File: src/rtl/core/sphenic_number_classifier_top_macros.svh
// assertion helpers for the sphenic number classifier
`ifndef SPHENIC_NUMBER_CLASSIFIER_TOP_MACROS_SVH
`define SPHENIC_NUMBER_CLASSIFIER_TOP_MACROS_SVH

// same-cycle implication, checked out of reset
`define SNC_ASSERT_NOW(label, ante, cons, msg) \
  label: assert property (@(posedge clk) disable iff (!rst_n) (ante) |-> (cons)) \
    else $error(msg);

// next-cycle implication, checked out of reset
`define SNC_ASSERT_NEXT(label, ante, cons, msg) \
  label: assert property (@(posedge clk) disable iff (!rst_n) (ante) |=> (cons)) \
    else $error(msg);

`endif

File: src/rtl/core/snc_pkg.sv
package snc_pkg;

  localparam int VALUE_WIDTH_DEF = 32;
  localparam int FIRST_DIVISOR   = 2;
  localparam int SPHENIC_PRIMES  = 3;
  localparam int LEAST_SPHENIC   = 30;
  localparam int MULT_MAX        = 31;
  localparam int MULT_W          = 5;
  localparam int TALLY_W         = 4;
  localparam int OUT_TDATA_W     = 8;

  // divider status toward the sequencer
  typedef struct packed {
    logic busy;
    logic done;
  } div_stat_t;

endpackage

File: src/rtl/core/sphenic_number_classifier_top.sv
// sphenic number classifier: trial division through a bit-serial divider
// sequence: each input takes one division per divisor tried and one more per
//   repeated factor hit, then waits in S_DONE until the output slot is free;
//   trial divisors run from two up to just past the square root of the cofactor
// throughput: one item at a time; the next input transfer can land as out_tvalid rises
// reset: synchronous active-low rst_n clears the sequencer, the divider control and out_tvalid
module sphenic_number_classifier_top #(
  parameter  int VALUE_WIDTH = snc_pkg::VALUE_WIDTH_DEF,
  localparam int IN_TDATA_W  = ((VALUE_WIDTH + 7) / 8) * 8
) (
  input  logic                               clk,
  input  logic                               rst_n,
  // in_tdata: value [VALUE_WIDTH-1:0], zero pad above
  input  logic                               in_tvalid,
  output logic                               in_tready,
  input  logic [IN_TDATA_W-1:0]              in_tdata,
  // out_tdata: is_sphenic [0], square_free [1], distinct_primes [5:2], zero pad [7:6]
  output logic                               out_tvalid,
  input  logic                               out_tready,
  output logic [snc_pkg::OUT_TDATA_W-1:0]    out_tdata
);
  import snc_pkg::*;

  `include "sphenic_number_classifier_top_macros.svh"

  // divisor never exceeds sqrt of the cofactor plus one
  localparam int DIV_W = (VALUE_WIDTH + 1) / 2 + 1;

  // sequencer codes
  localparam logic [1:0] S_IDLE = 2'd0;  // waiting for an input transfer
  localparam logic [1:0] S_DIV  = 2'd1;  // division in flight
  localparam logic [1:0] S_DONE = 2'd2;  // result waiting for the output slot

  logic [1:0]             state_r, state_nxt;
  logic                   start_r, start_nxt;
  logic [VALUE_WIDTH-1:0] cof_r, cof_nxt;      // remaining cofactor
  logic [DIV_W-1:0]       dvs_r, dvs_nxt;      // trial divisor
  logic [MULT_W-1:0]      mult_r, mult_nxt;    // hits of the current divisor
  logic [TALLY_W-1:0]     tally_r, tally_nxt;  // distinct primes so far
  logic                   sqf_r, sqf_nxt;
  logic                   bound_r, bound_nxt;  // fresh divisor: check the sqrt bound
  logic                   zero_r, zero_nxt;    // input was zero
  logic                   least_r, least_nxt;  // input at or above the least sphenic
  logic [5:0]             res_r, res_nxt;      // packed result awaiting the output slot
  logic                   out_vld_r, out_vld_nxt;
  logic [OUT_TDATA_W-1:0] out_dat_r, out_dat_nxt;

  div_stat_t              div_stat;
  logic [VALUE_WIDTH-1:0] div_quo;
  logic [DIV_W-1:0]       div_rem;

  logic                   in_xfer;
  logic                   out_free;
  logic                   quo_lt;
  logic                   rem_zero;
  logic [TALLY_W-1:0]     tally_fin;
  logic                   sqf_fin;
  logic                   sph_fin;

  snc_serdiv #(
    .VALUE_W (VALUE_WIDTH),
    .DIV_W   (DIV_W)
  ) u_div (
    .clk       (clk),
    .rst_n     (rst_n),
    .start     (start_r),
    .dividend  (cof_r),
    .divisor   (dvs_r),
    .stat      (div_stat),
    .quotient  (div_quo),
    .remainder (div_rem)
  );

  assign in_tready = (state_r == S_IDLE);
  assign in_xfer   = in_tvalid && in_tready;
  assign out_free  = !out_vld_r || out_tready;

  // loop ends when the quotient drops below the divisor, i.e. d*d > cofactor
  assign quo_lt   = div_quo < {{(VALUE_WIDTH - DIV_W){1'b0}}, dvs_r};
  assign rem_zero = (div_rem == '0);

  // a leftover cofactor above one is one more prime
  assign tally_fin = tally_r + TALLY_W'(cof_r > VALUE_WIDTH'(1));
  assign sqf_fin   = sqf_r && !zero_r;
  assign sph_fin   = sqf_fin && least_r && (tally_fin == TALLY_W'(SPHENIC_PRIMES));

  always_comb begin
    state_nxt   = state_r;
    start_nxt   = 1'b0;
    cof_nxt     = cof_r;
    dvs_nxt     = dvs_r;
    mult_nxt    = mult_r;
    tally_nxt   = tally_r;
    sqf_nxt     = sqf_r;
    bound_nxt   = bound_r;
    zero_nxt    = zero_r;
    least_nxt   = least_r;
    res_nxt     = res_r;
    out_vld_nxt = out_vld_r;
    out_dat_nxt = out_dat_r;

    if (out_vld_r && out_tready) begin
      out_vld_nxt = 1'b0;
    end

    unique case (state_r)
      S_IDLE: begin
        if (in_xfer) begin
          cof_nxt   = in_tdata[VALUE_WIDTH-1:0];
          dvs_nxt   = DIV_W'(FIRST_DIVISOR);
          mult_nxt  = '0;
          tally_nxt = '0;
          sqf_nxt   = 1'b1;
          bound_nxt = 1'b1;
          zero_nxt  = (in_tdata[VALUE_WIDTH-1:0] == '0);
          least_nxt = in_tdata[VALUE_WIDTH-1:0] >= VALUE_WIDTH'(LEAST_SPHENIC);
          start_nxt = 1'b1;
          state_nxt = S_DIV;
        end
      end
      S_DIV: begin
        if (div_stat.done) begin
          if (bound_r && quo_lt) begin
            res_nxt   = {tally_fin, sqf_fin, sph_fin};
            state_nxt = S_DONE;
          end else if (rem_zero) begin
            // divisor hit: divide it out and try it again
            cof_nxt   = div_quo;
            mult_nxt  = (mult_r == MULT_W'(MULT_MAX)) ? mult_r : mult_r + MULT_W'(1);
            bound_nxt = 1'b0;
            start_nxt = 1'b1;
          end else begin
            // divisor exhausted: fold its multiplicity in and step on
            if (mult_r >= MULT_W'(2)) begin
              sqf_nxt = 1'b0;
            end
            if (mult_r != '0) begin
              tally_nxt = tally_r + TALLY_W'(1);
            end
            mult_nxt  = '0;
            dvs_nxt   = dvs_r + DIV_W'(1);
            bound_nxt = 1'b1;
            start_nxt = 1'b1;
          end
        end
      end
      S_DONE: begin
        if (out_free) begin
          out_vld_nxt = 1'b1;
          out_dat_nxt = {2'b00, res_r};
          state_nxt   = S_IDLE;
        end
      end
      default: begin
        state_nxt = S_IDLE;
      end
    endcase
  end

  always_ff @(posedge clk) begin
    if (!rst_n) begin
      state_r   <= S_IDLE;
      start_r   <= 1'b0;
      out_vld_r <= 1'b0;
    end else begin
      state_r   <= state_nxt;
      start_r   <= start_nxt;
      out_vld_r <= out_vld_nxt;
    end
    cof_r     <= cof_nxt;
    dvs_r     <= dvs_nxt;
    mult_r    <= mult_nxt;
    tally_r   <= tally_nxt;
    sqf_r     <= sqf_nxt;
    bound_r   <= bound_nxt;
    zero_r    <= zero_nxt;
    least_r   <= least_nxt;
    res_r     <= res_nxt;
    out_dat_r <= out_dat_nxt;
  end

  assign out_tvalid = out_vld_r;
  assign out_tdata  = out_dat_r;

  // every input transfer kicks off a division on the next cycle
  `SNC_ASSERT_NEXT(a_start_after_xfer, in_xfer, start_r, "no divide start after input transfer")
  // divider only finishes while the sequencer waits for it
  `SNC_ASSERT_NOW(a_done_in_div, div_stat.done, state_r == S_DIV, "divider done outside S_DIV")
  // a new division only starts once the divider is idle
  `SNC_ASSERT_NOW(a_start_idle, start_r, !div_stat.busy, "divide start while divider busy")
  // trial divisor never falls below the first divisor during factoring
  `SNC_ASSERT_NOW(a_dvs_floor, state_r == S_DIV, dvs_r >= DIV_W'(FIRST_DIVISOR), "divisor below two")
  // a sphenic flag always comes with square-free and three primes
  `SNC_ASSERT_NOW(a_sph_consistent, out_vld_r && out_dat_r[0],
    out_dat_r[1] && (out_dat_r[5:2] == TALLY_W'(SPHENIC_PRIMES)), "inconsistent sphenic result")

endmodule

File: src/rtl/core/snc_serdiv.sv
module snc_serdiv #(
  parameter int VALUE_W = 32,
  parameter int DIV_W   = 18
) (
  input  logic                 clk,
  input  logic                 rst_n,
  input  logic                 start,
  input  logic [VALUE_W-1:0]   dividend,
  input  logic [DIV_W-1:0]     divisor,
  output snc_pkg::div_stat_t   stat,
  output logic [VALUE_W-1:0]   quotient,
  output logic [DIV_W-1:0]     remainder
);
  import snc_pkg::*;

  localparam int CNT_W = $clog2(VALUE_W + 1);

  logic [CNT_W-1:0]   cnt_r, cnt_nxt;
  logic               busy_r, busy_nxt;
  logic               done_r, done_nxt;
  logic [VALUE_W-1:0] quo_r, quo_nxt;
  logic [DIV_W-1:0]   rem_r, rem_nxt;
  logic [DIV_W:0]     trial;
  logic [DIV_W:0]     diff;
  logic               ge;

  // restoring division, one quotient bit per cycle, msb first
  assign trial = {rem_r, quo_r[VALUE_W-1]};
  assign ge    = trial >= {1'b0, divisor};
  assign diff  = trial - {1'b0, divisor};

  always_comb begin
    cnt_nxt  = cnt_r;
    busy_nxt = busy_r;
    done_nxt = 1'b0;
    quo_nxt  = quo_r;
    rem_nxt  = rem_r;
    if (start) begin
      cnt_nxt  = CNT_W'(VALUE_W);
      busy_nxt = 1'b1;
      quo_nxt  = dividend;
      rem_nxt  = '0;
    end else if (busy_r) begin
      quo_nxt = {quo_r[VALUE_W-2:0], ge};
      rem_nxt = ge ? diff[DIV_W-1:0] : trial[DIV_W-1:0];
      cnt_nxt = cnt_r - CNT_W'(1);
      if (cnt_r == CNT_W'(1)) begin
        busy_nxt = 1'b0;
        done_nxt = 1'b1;
      end
    end
  end

  always_ff @(posedge clk) begin
    if (!rst_n) begin
      cnt_r  <= '0;
      busy_r <= 1'b0;
      done_r <= 1'b0;
    end else begin
      cnt_r  <= cnt_nxt;
      busy_r <= busy_nxt;
      done_r <= done_nxt;
    end
    quo_r <= quo_nxt;
    rem_r <= rem_nxt;
  end

  assign stat.busy = busy_r;
  assign stat.done = done_r;
  assign quotient  = quo_r;
  assign remainder = rem_r;

endmodule
File: config.mk
export PLATFORM = sky130hd
export DESIGN_NAME = sphenic_number_classifier_top
export DESIGN_NICKNAME = d
export VERILOG_FILES = /design/src/rtl/core/snc_pkg.sv /design/src/rtl/core/sphenic_number_classifier_top.sv /design/src/rtl/core/snc_serdiv.sv
export VERILOG_INCLUDE_DIRS = /design/src /design/src/rtl/core
export SDC_FILE = /design/constraint.sdc
export NUM_CORES = 1
export LEC_CHECK = 0
export BUFFER_PORTS_ARGS = -buffer_cell sky130_fd_sc_hd__buf_2
export CAP_MARGIN = 20
export CORE_ASPECT_RATIO = 0.5
export CORE_MARGIN = 4
export CORE_UTILIZATION = 61
export DETAILED_ROUTE_END_ITERATION = 12
export GPL_TIMING_DRIVEN = 0
export PLACE_DENSITY = 0.77
export SETUP_SLACK_MARGIN = 0.3
export SYNTH_ARGS = -nofsm -noshare
export SYNTH_HDL_FRONTEND = slang
export SYNTH_HIERARCHICAL = 1
export SYNTH_SLANG_ARGS = --single-unit
File: constraint.sdc
create_clock -name clk -period 5.1 [get_ports clk]
set_input_delay 1.02 -clock clk [delete_from_list [all_inputs] [get_ports clk]]
set_output_delay 1.02 -clock clk [all_outputs]
set_load 0.02 [all_outputs]
# Yosys cells after proc, flatten, opt, wreduce, memory -nomap -nowiden
# Cells that the tools add are included.
[totals]
in_bits = 36
wordCells = 127
out_inout_bits = 10
register_bits = 135
[op_classes]
mux = 53
n_reduce_logical = 27
magnitude_cmp = 5
add_sub_neg = 6
bitwise_logic = 2
n_eq_ne = 15
[op_table]
columns = ["operator", "count"]
rows = [
  ["32-bit 2-to-1 mux", 6],
  ["17-bit 2-to-1 mux", 5],
  ["32-bit case mux with 2 select lines", 1],
  ["17-bit case mux with 2 select lines", 1],
  ["32-bit by 5-bit >= comparator with 1-bit output, second input constant", 1],
  ["32-bit by 1-bit > comparator with 1-bit output, second input constant", 1],
  ["32-bit logical NOT", 1],
  ["32-bit by 17-bit less-than comparator with 1-bit output", 1],
  ["5-bit 2-to-1 mux", 5],
  ["4-bit 2-to-1 mux", 5],
  ["18-bit by 17-bit >= comparator with 1-bit output", 1],
  ["1-bit 2-to-1 mux", 18],
  ["17-bit by 1-bit adder with 17-bit output, second input constant", 1],
  ["17-bit logical NOT", 1],
  ["17-bit subtractor", 1],
  ["5-bit AND reduction", 3],
  ["2-bit != test, second input constant", 7],
  ["6-bit 2-to-1 mux", 2],
  ["6-bit AND reduction", 2],
  ["5-bit case mux with 2 select lines", 1],
  ["2-bit 2-to-1 mux", 4],
  ["4-bit case mux with 2 select lines", 1],
  ["4-bit AND reduction", 2],
  ["6-bit by 1-bit equality test with 1-bit output, second input constant", 1],
  ["24 further kinds", 36],
]

# Logic depth before layout (Yosys ltp)
# Gate-level depths: netlist (run 1).
[depth]
depth_word = 6
depth_mapped = 11
mapped_depth_nobuf = 10

# Modules after synthesis
# The synthesis (run 1) kept the hierarchy.
[by_module_without_submodules]
columns = ["module", "seq_area_each_um2", "n_inst", "area_each_um2", "cells_per_inst"]
rows = [
  ["sphenic_number_classifier_top", 2302.2, 1, 4137.7, 402],
  ["snc_serdiv", 1461.4, 1, 3438.3, 336],
]

# Least setup slack after synthesis (run 1)
# Ideal clock, no wire load.
[synth_path]
path_type = "register to register"
from = "reg dvs_r[14]"
to = "reg cof_r[0] (enable)"
stages_incl_launch_ff = 9
path_slack_ns = 1.254
setup_ns = 0.432
arrival_ns = 3.414
path_buffers = 0
t_required_ns = 4.668
period_less_slack_ns = 3.846
path_cell_list = "edfxtp_1 inv_1 ha_1 nand4_1 or3_1 nor3_1 o31ai_4 a21o_1 a21oi_1"
[synth_between]
elab_chain_cells = 4
[synth_rtl]
columns = ["element", "line_no", "source"]
rows = [
  ["start, declared", "sphenic_number_classifier_top.sv:37", "logic [DIV_W-1:0] dvs_r, dvs_nxt;"],
  ["start signal, assigned", "sphenic_number_classifier_top.sv:171", "dvs_r <= dvs_nxt;"],
  ["32-bit by 17-bit less-than comparator with 1-bit output", "sphenic_number_classifier_top.sv:79", "assign quo_lt = div_quo < {{(VALUE_WIDTH - DIV_W){1'b0}}, dvs_r};"],
  ["1-bit logical AND", "sphenic_number_classifier_top.sv:123", "if (bound_r && quo_lt) begin"],
  ["2-bit != test (no line)", "--", ""],
  ["5-bit AND reduction (no line)", "--", ""],
  ["end signal, assigned", "sphenic_number_classifier_top.sv:170", "cof_r <= cof_nxt;"],
  ["end, declared", "sphenic_number_classifier_top.sv:36", "logic [VALUE_WIDTH-1:0] cof_r, cof_nxt;"],
]
# Every way passes these cells.
# A chain may end at the register's enable or synchronous reset.

# Final worst setup path (run 1)
[layout_path]
from = "reg u_div.quo_r[31] (netlist: u_div/quotient[31])"
to = "reg u_div.quo_r[0] (netlist: u_div/quotient[0]) (data pin)"
[layout_between]
elab_chain_cells = 3
[layout_rtl]
columns = ["element", "line_no", "source"]
rows = [
  ["start, declared", "snc_serdiv.sv:21", "logic [VALUE_W-1:0] quo_r, quo_nxt;"],
  ["start signal, assigned", "snc_serdiv.sv:64", "quo_r <= quo_nxt;"],
  ["18-bit by 17-bit >= comparator with 1-bit output", "snc_serdiv.sv:29", "assign ge = trial >= {1'b0, divisor};"],
  ["32-bit 2-to-1 mux", "snc_serdiv.sv:43", "end else if (busy_r) begin"],
  ["32-bit 2-to-1 mux", "snc_serdiv.sv:38", "if (start) begin"],
  ["net u_div.quo_nxt[0]", "snc_serdiv.sv:21", ""],
]
# The timed path passes the listed nets, and every way through them passes these cells. The select of a mux whose other input is x is not followed.

==> run summary, run 1 <==
Result of the run: completed
Area of the multi-input gates: 3532 µm²
Initial DRC count: 615
Layout Area Growth over Synthesis: 14.68%
Count of final hold-check violations: 0
Worst path arrival time: 3370 ps
Slew headroom: 43.19%
Footprint of the flip-flops and latches: 3764 µm²
Maximum buffer depth of the clock tree: 2
Type of the most critical hold path: register to register
Fmax: 0.3112 GHz
Share of final-layout standard cells stronger than drive strength 1: 15.44%
Final #Nets: 883
Drt pass-1 iters: 5
CTS sink cnt: 135
Leading cell type in the layout, fill and taps excluded: sky130_fd_sc_hd__nand2_1
R2r setup slk: 1890 ps
Antenna violations before repair: 0
Final Skew: 8.562 ps
Clock Root Buffer: sky130_fd_sc_hd__clkbuf_16
Skew-Pair Late Insertion Delay: 410 ps
Terminating pin of the worst hold path: out_tdata[1]$_DFFE_PP_
Critical-path top delay cell: sky130_fd_sc_hd__edfxtp_1
Worst Hold Slack: 416.6 ps
Global-route wire length before repair: 29460 µm
Setup repair after global routing missed its margin: false
Max-cap violations: 0
Minimum setup slack after placement: 1945 ps
DP Wirelength: 13330 µm
Final wirelength: 18350 µm
Global route total overflow: 0
Worst-case vdd ir drop: 0.0002176 V
Pin count of the biggest net entering global routing: 28
Vias in the first global route: 5723
Die Wd: 165.5 µm
Vias per Instance: 6.040
Crit path buf inv count: 3
Yosys warning total: 6
DR WL/cell: 18.71 µm
Std cell rows: 28
Post-CTS Hold Fix Bufs: 0
Final TNS setup: 0 ps
Die Footprint: 14360 µm²
Cts repair resizes: 0
Reported leakage power: 3.491 nW
Setup-failing EPs final: 0
Slowest stage delay, CP: 510 ps
Worst R2R End: u_div/quotient[0]$_DFFE_PP_
Placer Congestion: 0.8944
Hold-critical path depth: 0
Hold path startpoint: res_r[1]$_DFFE_PP_
Commonest non-fill, non-tap cells in the layout: sky130_fd_sc_hd__nand2_1, sky130_fd_sc_hd__edfxtp_1, sky130_fd_sc_hd__nor2_1, sky130_fd_sc_hd__inv_1, sky130_fd_sc_hd__buf_2
Filler cell count: 846
Setup ws final: 1886 ps
Post-route core utilization: 72.44%
Number of slew-limit violations in the final report: 0
Inserted Diodes: 0
Detailed-route via count: 5925
Post-Syn Instances: 737
Period Utilization, post-route: 63.02%
Placeable core region: 11980 µm²
Final Critical Period: 3214 ps
H-tree lvl count: 4
GRT Overall Usage: 26.58%
Critical Path Fanout Max: 10
# Post-CTS Setup Buffers: 0
# port buffers: 43
Reg2Reg Depth: 10
Critical path data required time: 5260 ps
Area of the mapped netlist: 7569 µm²
Startpoint type of the worst setup path: register
Category of cells accounting for the largest share of critical-path delay: compound AO/OA/AOI/OAI gates
CTS tree: built
Number of buffers created by CTS: 17
Clock transition at path regs: 60 ps
Startpoint of the worst-slack reg-to-reg timing path: u_div/quotient[31]$_DFFE_PP_
Endpoint class of the critical path: register
Number of remaining DRC errors: 0
Io pins: 46
Post-synthesis average cell area: 10.27 µm²
Count of antenna-violating nets left after detailed routing: 0
Critical Setup Path Class: register to register
Ordered cell list for the critical path: inv_1 -> ha_1 -> inv_1 -> fa_1 -> a211oi_2 -> o21ai_2 -> a211oi_1 -> o21ai_2 -> buf_2 -> mux2_2
Die Ht: 86.77 µm
Transition time at the pin with the least slew margin: 850.1 ps
Starting utilization of the core area: 63.17%
Pwr per Cell Area: 447.5 nW/µm²
==> routing by layer <==
metal	GRT usage, %	share of wire, %
met5	0	0
met4	5.763	0.86
met3	4.656	8.6
met2	43.34	46
met1	37.80	44
==> final cells by class <==
cell class,instances,area share [%]
Buffer,27,1.442
Timing Repair Buffer,46,3.157
Multi-Input combinational cell,531,40.69
Inverter,45,1.946
Tap cell,165,2.379
Sequential cell,135,43.36
Clock buffer,17,4.901
Clock inverter,15,2.119
==> metrics by stage <==
stage / total power, W / cell area (µm²) / instances
global placement: 0.002553 / 7994 / 946
finish: 0.003885 / 8680 / 981
detailed placement: 0.002598 / 8070 / 949
CTS: 0.003869 / 8680 / 981
global route: 0.004087 / 8680 / 981
floorplan: 0.002308 / 7572 / 738
==> worst reg2reg max path, stage by stage (launching register included) <==
cell and delay (ps):
sky130_fd_sc_hd__edfxtp_1 510, sky130_fd_sc_hd__inv_1 100, sky130_fd_sc_hd__ha_1 180, sky130_fd_sc_hd__inv_1 60
sky130_fd_sc_hd__fa_1 440, sky130_fd_sc_hd__a211oi_2 340, sky130_fd_sc_hd__o21ai_2 140, sky130_fd_sc_hd__a211oi_1 440
sky130_fd_sc_hd__o21ai_2 220, sky130_fd_sc_hd__buf_2 250, sky130_fd_sc_hd__mux2_2 280
==> power breakdown <==
part           total (W)  internal [W]  switching [W]
Sequential       0.00147       0.00134       0.000128
Combinational    0.00115      0.000474       0.000671
Clock            0.00127      0.000811       0.000458
==> registers in the layout, summed over array words and instances (netlist names), 2 cells and up <==
signal and count:
cof_r 32, dvs_r 17, mult_r 5, out_tdata 6, res_r 6, state_r 2, tally_r 4, u_div/cnt_r 6
u_div/quotient 32, u_div/remainder 17
==> worst max-delay path by stage <==
stage	startpoint	endpoint	slack, ps	depth (start not counted)
finish	u_div/quotient[31]$_DFFE_PP_	u_div/quotient[0]$_DFFE_PP_	1890	10
global route	dvs_r[14]$_SDFFCE_PN0P_	mult_r[4]$_SDFFCE_PN0P_	1740	8
CTS	u_div/quotient[31]$_DFFE_PP_	u_div/quotient[0]$_DFFE_PP_	1930	10
detailed placement	u_div/quotient[31]$_DFFE_PP_	u_div/quotient[0]$_DFFE_PP_	1950	10
global placement	u_div/quotient[14]$_DFFE_PP_	cof_r[15]$_DFFE_PP_	270	7
floorplan	dvs_r[14]$_SDFFCE_PN0P_	cof_r[0]$_DFFE_PP_	1250	8
Power figures use the tool's default switching activity.
==> run 2, diff against run 1 <==
--- a/config.mk
+++ b/config.mk
@@ -10,10 +10,10 @@
 export CAP_MARGIN = 20
 export CORE_ASPECT_RATIO = 0.5
 export CORE_MARGIN = 4
-export CORE_UTILIZATION = 61
+export CORE_UTILIZATION = 55
 export DETAILED_ROUTE_END_ITERATION = 12
 export GPL_TIMING_DRIVEN = 0
-export PLACE_DENSITY = 0.77
+export PLACE_DENSITY = 0.73
 export SETUP_SLACK_MARGIN = 0.3
 export SYNTH_ARGS = -nofsm -noshare
 export SYNTH_HDL_FRONTEND = slang
==> constraint.sdc (replaced) <==
create_clock -name clk -period 2.9 [get_ports clk]
set_input_delay 0.58 -clock clk [delete_from_list [all_inputs] [get_ports clk]]
set_output_delay 0.58 -clock clk [all_outputs]
set_load 0.02 [all_outputs]
==> run summary, run 2 (same netlist as run 1, synthesis figures left out) <==
Number of buffers created by CTS: 17
Met3 usage: 7.054%
Commonest non-fill, non-tap cells in the layout: sky130_fd_sc_hd__nand2_1, sky130_fd_sc_hd__edfxtp_1, sky130_fd_sc_hd__nor2_1, sky130_fd_sc_hd__buf_2, sky130_fd_sc_hd__buf_4
Final Skew: 14.55 ps
Die Footprint: 15820 µm²
Maximum buffer depth of the clock tree: 2
R2r setup slk: 180 ps
Initial DRC count: 663
Slew headroom: 41.44%
Placed cells: 951
Critical path data required time: 3040 ps
Antenna violations before repair: 0
Global route total overflow: 0
Final wirelength: 20830 µm
DR WL/cell: 20.16 µm
Pin count of the biggest net entering global routing: 33
Share of final-layout standard cells stronger than drive strength 1: 25.61%
GRT Overall Usage: 25.32%
Global-route wire length before repair: 31640 µm
Pwr per Cell Area: 797.7 nW/µm²
Die Ht: 90.95 µm
H-tree lvl count: 4
Placer Congestion: 0.8876
Reported leakage power: 3.789 nW
Transition time at the pin with the least slew margin: 875.3 ps
Worst path arrival time: 2870 ps
Clock transition at path regs: 60 ps
Endpoint class of the critical path: register
Period Utilization, post-route: 93.94%
DP Wirelength: 13300 µm
Starting utilization of the core area: 57.94%
Vias in the first global route: 6025
CTS tree: built
M1 GR Usage: 33.91%
# port buffers: 43
Clock Root Buffer: sky130_fd_sc_hd__clkbuf_16
Met2 global-route usage: 40.87%
Critical Path Fanout Max: 8
Max-cap violations: 0
Layout Area Growth over Synthesis: 24.81%
Skew-Pair Late Insertion Delay: 430 ps
Startpoint type of the worst setup path: register
Number of remaining DRC errors: 0
Result of the run: completed
Type of the most critical hold path: register to register
Filler cell count: 883
Count of antenna-violating nets left after detailed routing: 0
Setup-failing EPs final: 0
Setup ws final: 175.9 ps
Non-filler instance count after layout: 1033
Leading cell type in the layout, fill and taps excluded: sky130_fd_sc_hd__nand2_1
Worst-case vdd ir drop: 0.0004757 V
Vias per Instance: 6.043
Die Wd: 173.9 µm
Minimum setup slack after placement: -265.4 ps
CTS sink cnt: 135
Number of slew-limit violations in the final report: 0
Inserted Diodes: 0
Post-CTS Hold Fix Bufs: 0
Setup repair after global routing missed its margin: true
Count of final hold-check violations: 0
Io pins: 46
Final #Nets: 930
Drt pass-1 iters: 5
Detailed-route via count: 6242
Most Used Layer, Global Route: met2
Critical Setup Path Class: register to register
Fmax: 0.3671 GHz
Std cell rows: 29
Placeable core region: 13060 µm²
Final Critical Period: 2724 ps
run 2: cell types whose count changed in the layout (fill, tap and decap cells not counted), moves of 5 or more:
cell	change
sky130_fd_sc_hd__buf_6	+7
sky130_fd_sc_hd__inv_1	-8
sky130_fd_sc_hd__buf_4	+34
sky130_fd_sc_hd__ha_1	-9
sky130_fd_sc_hd__inv_2	+8
sky130_fd_sc_hd__ha_4	+5
run 2: area by class of cell:
cell class / count / area, µm² / area share [%]
inverters: 45 / 168.9 / 1.788
clock inverters: 14 / 172.7 / 1.828
multi-input cells: 532 / 3846 / 40.72
repair buffers: 92 / 718.2 / 7.603
plain buffers: 27 / 135.1 / 1.430
well taps: 170 / 212.7 / 2.252
clock buffers: 18 / 429.2 / 4.543
flip-flops and latches: 135 / 3764 / 39.84
run 2: power breakdown:
part,internal [W],leakage (nW),switching (W)
clock network,0.00136,0.291,0.000897
logic,0.00126,2.26,0.00143
registers,0.00236,1.24,0.000236
run 2: worst max-delay path, cell delays in order, from the launching register on:
cell and delay, ps:
sky130_fd_sc_hd__edfxtp_1 480, sky130_fd_sc_hd__ha_4 310, sky130_fd_sc_hd__nand4_1 130, sky130_fd_sc_hd__or3_4 420, sky130_fd_sc_hd__nor3_4 160, sky130_fd_sc_hd__o31ai_4 120
sky130_fd_sc_hd__buf_6 130, sky130_fd_sc_hd__a21o_4 230, sky130_fd_sc_hd__a21oi_4 230, sky130_fd_sc_hd__clkbuf_16 220
run 2: routing by layer:
metal,up-vias,wire (µm)
met4,0,410
met5,-,0
met2,277,9757
met3,38,1798
li1,2910,-
met1,3017,8863
run 2: worst paths after layout:
path | start | to | cells after the start
setup / recovery | u_div/quotient[13]$_DFFE_PP_ | cof_r[24]$_DFFE_PP_ | 9
hold / removal | res_r[2]$_DFFE_PP_ | out_tdata[2]$_DFFE_PP_ | 0
setup reg to reg | u_div/quotient[13]$_DFFE_PP_ | cof_r[24]$_DFFE_PP_ | 9
hold reg to reg | res_r[2]$_DFFE_PP_ | out_tdata[2]$_DFFE_PP_ | 0
run 2: timing repair:
action                                  CTS  global route
pin swaps                                11            23
setup buffers                            25            21
gates resized for setup                  24            44
gates cloned                              2             2
endpoints found under the setup margin   83            83
hold endpoints to repair                  0             0
run 2: metrics by stage:
stage	hold WS (ps)	TNS (ps)	power [W]	util (%)	cell area, µm²
floorplan	400.3	0	0.004074	-	7642
global placement	411.9	-7327	0.004513	61.78	8070
detailed placement	404.5	-9341	0.004576	61.80	8073
CTS	420.2	0	0.007095	69.10	9026
global route	432.0	0	0.007866	72.32	9447
finish	419.1	0	0.007536	72.32	9447
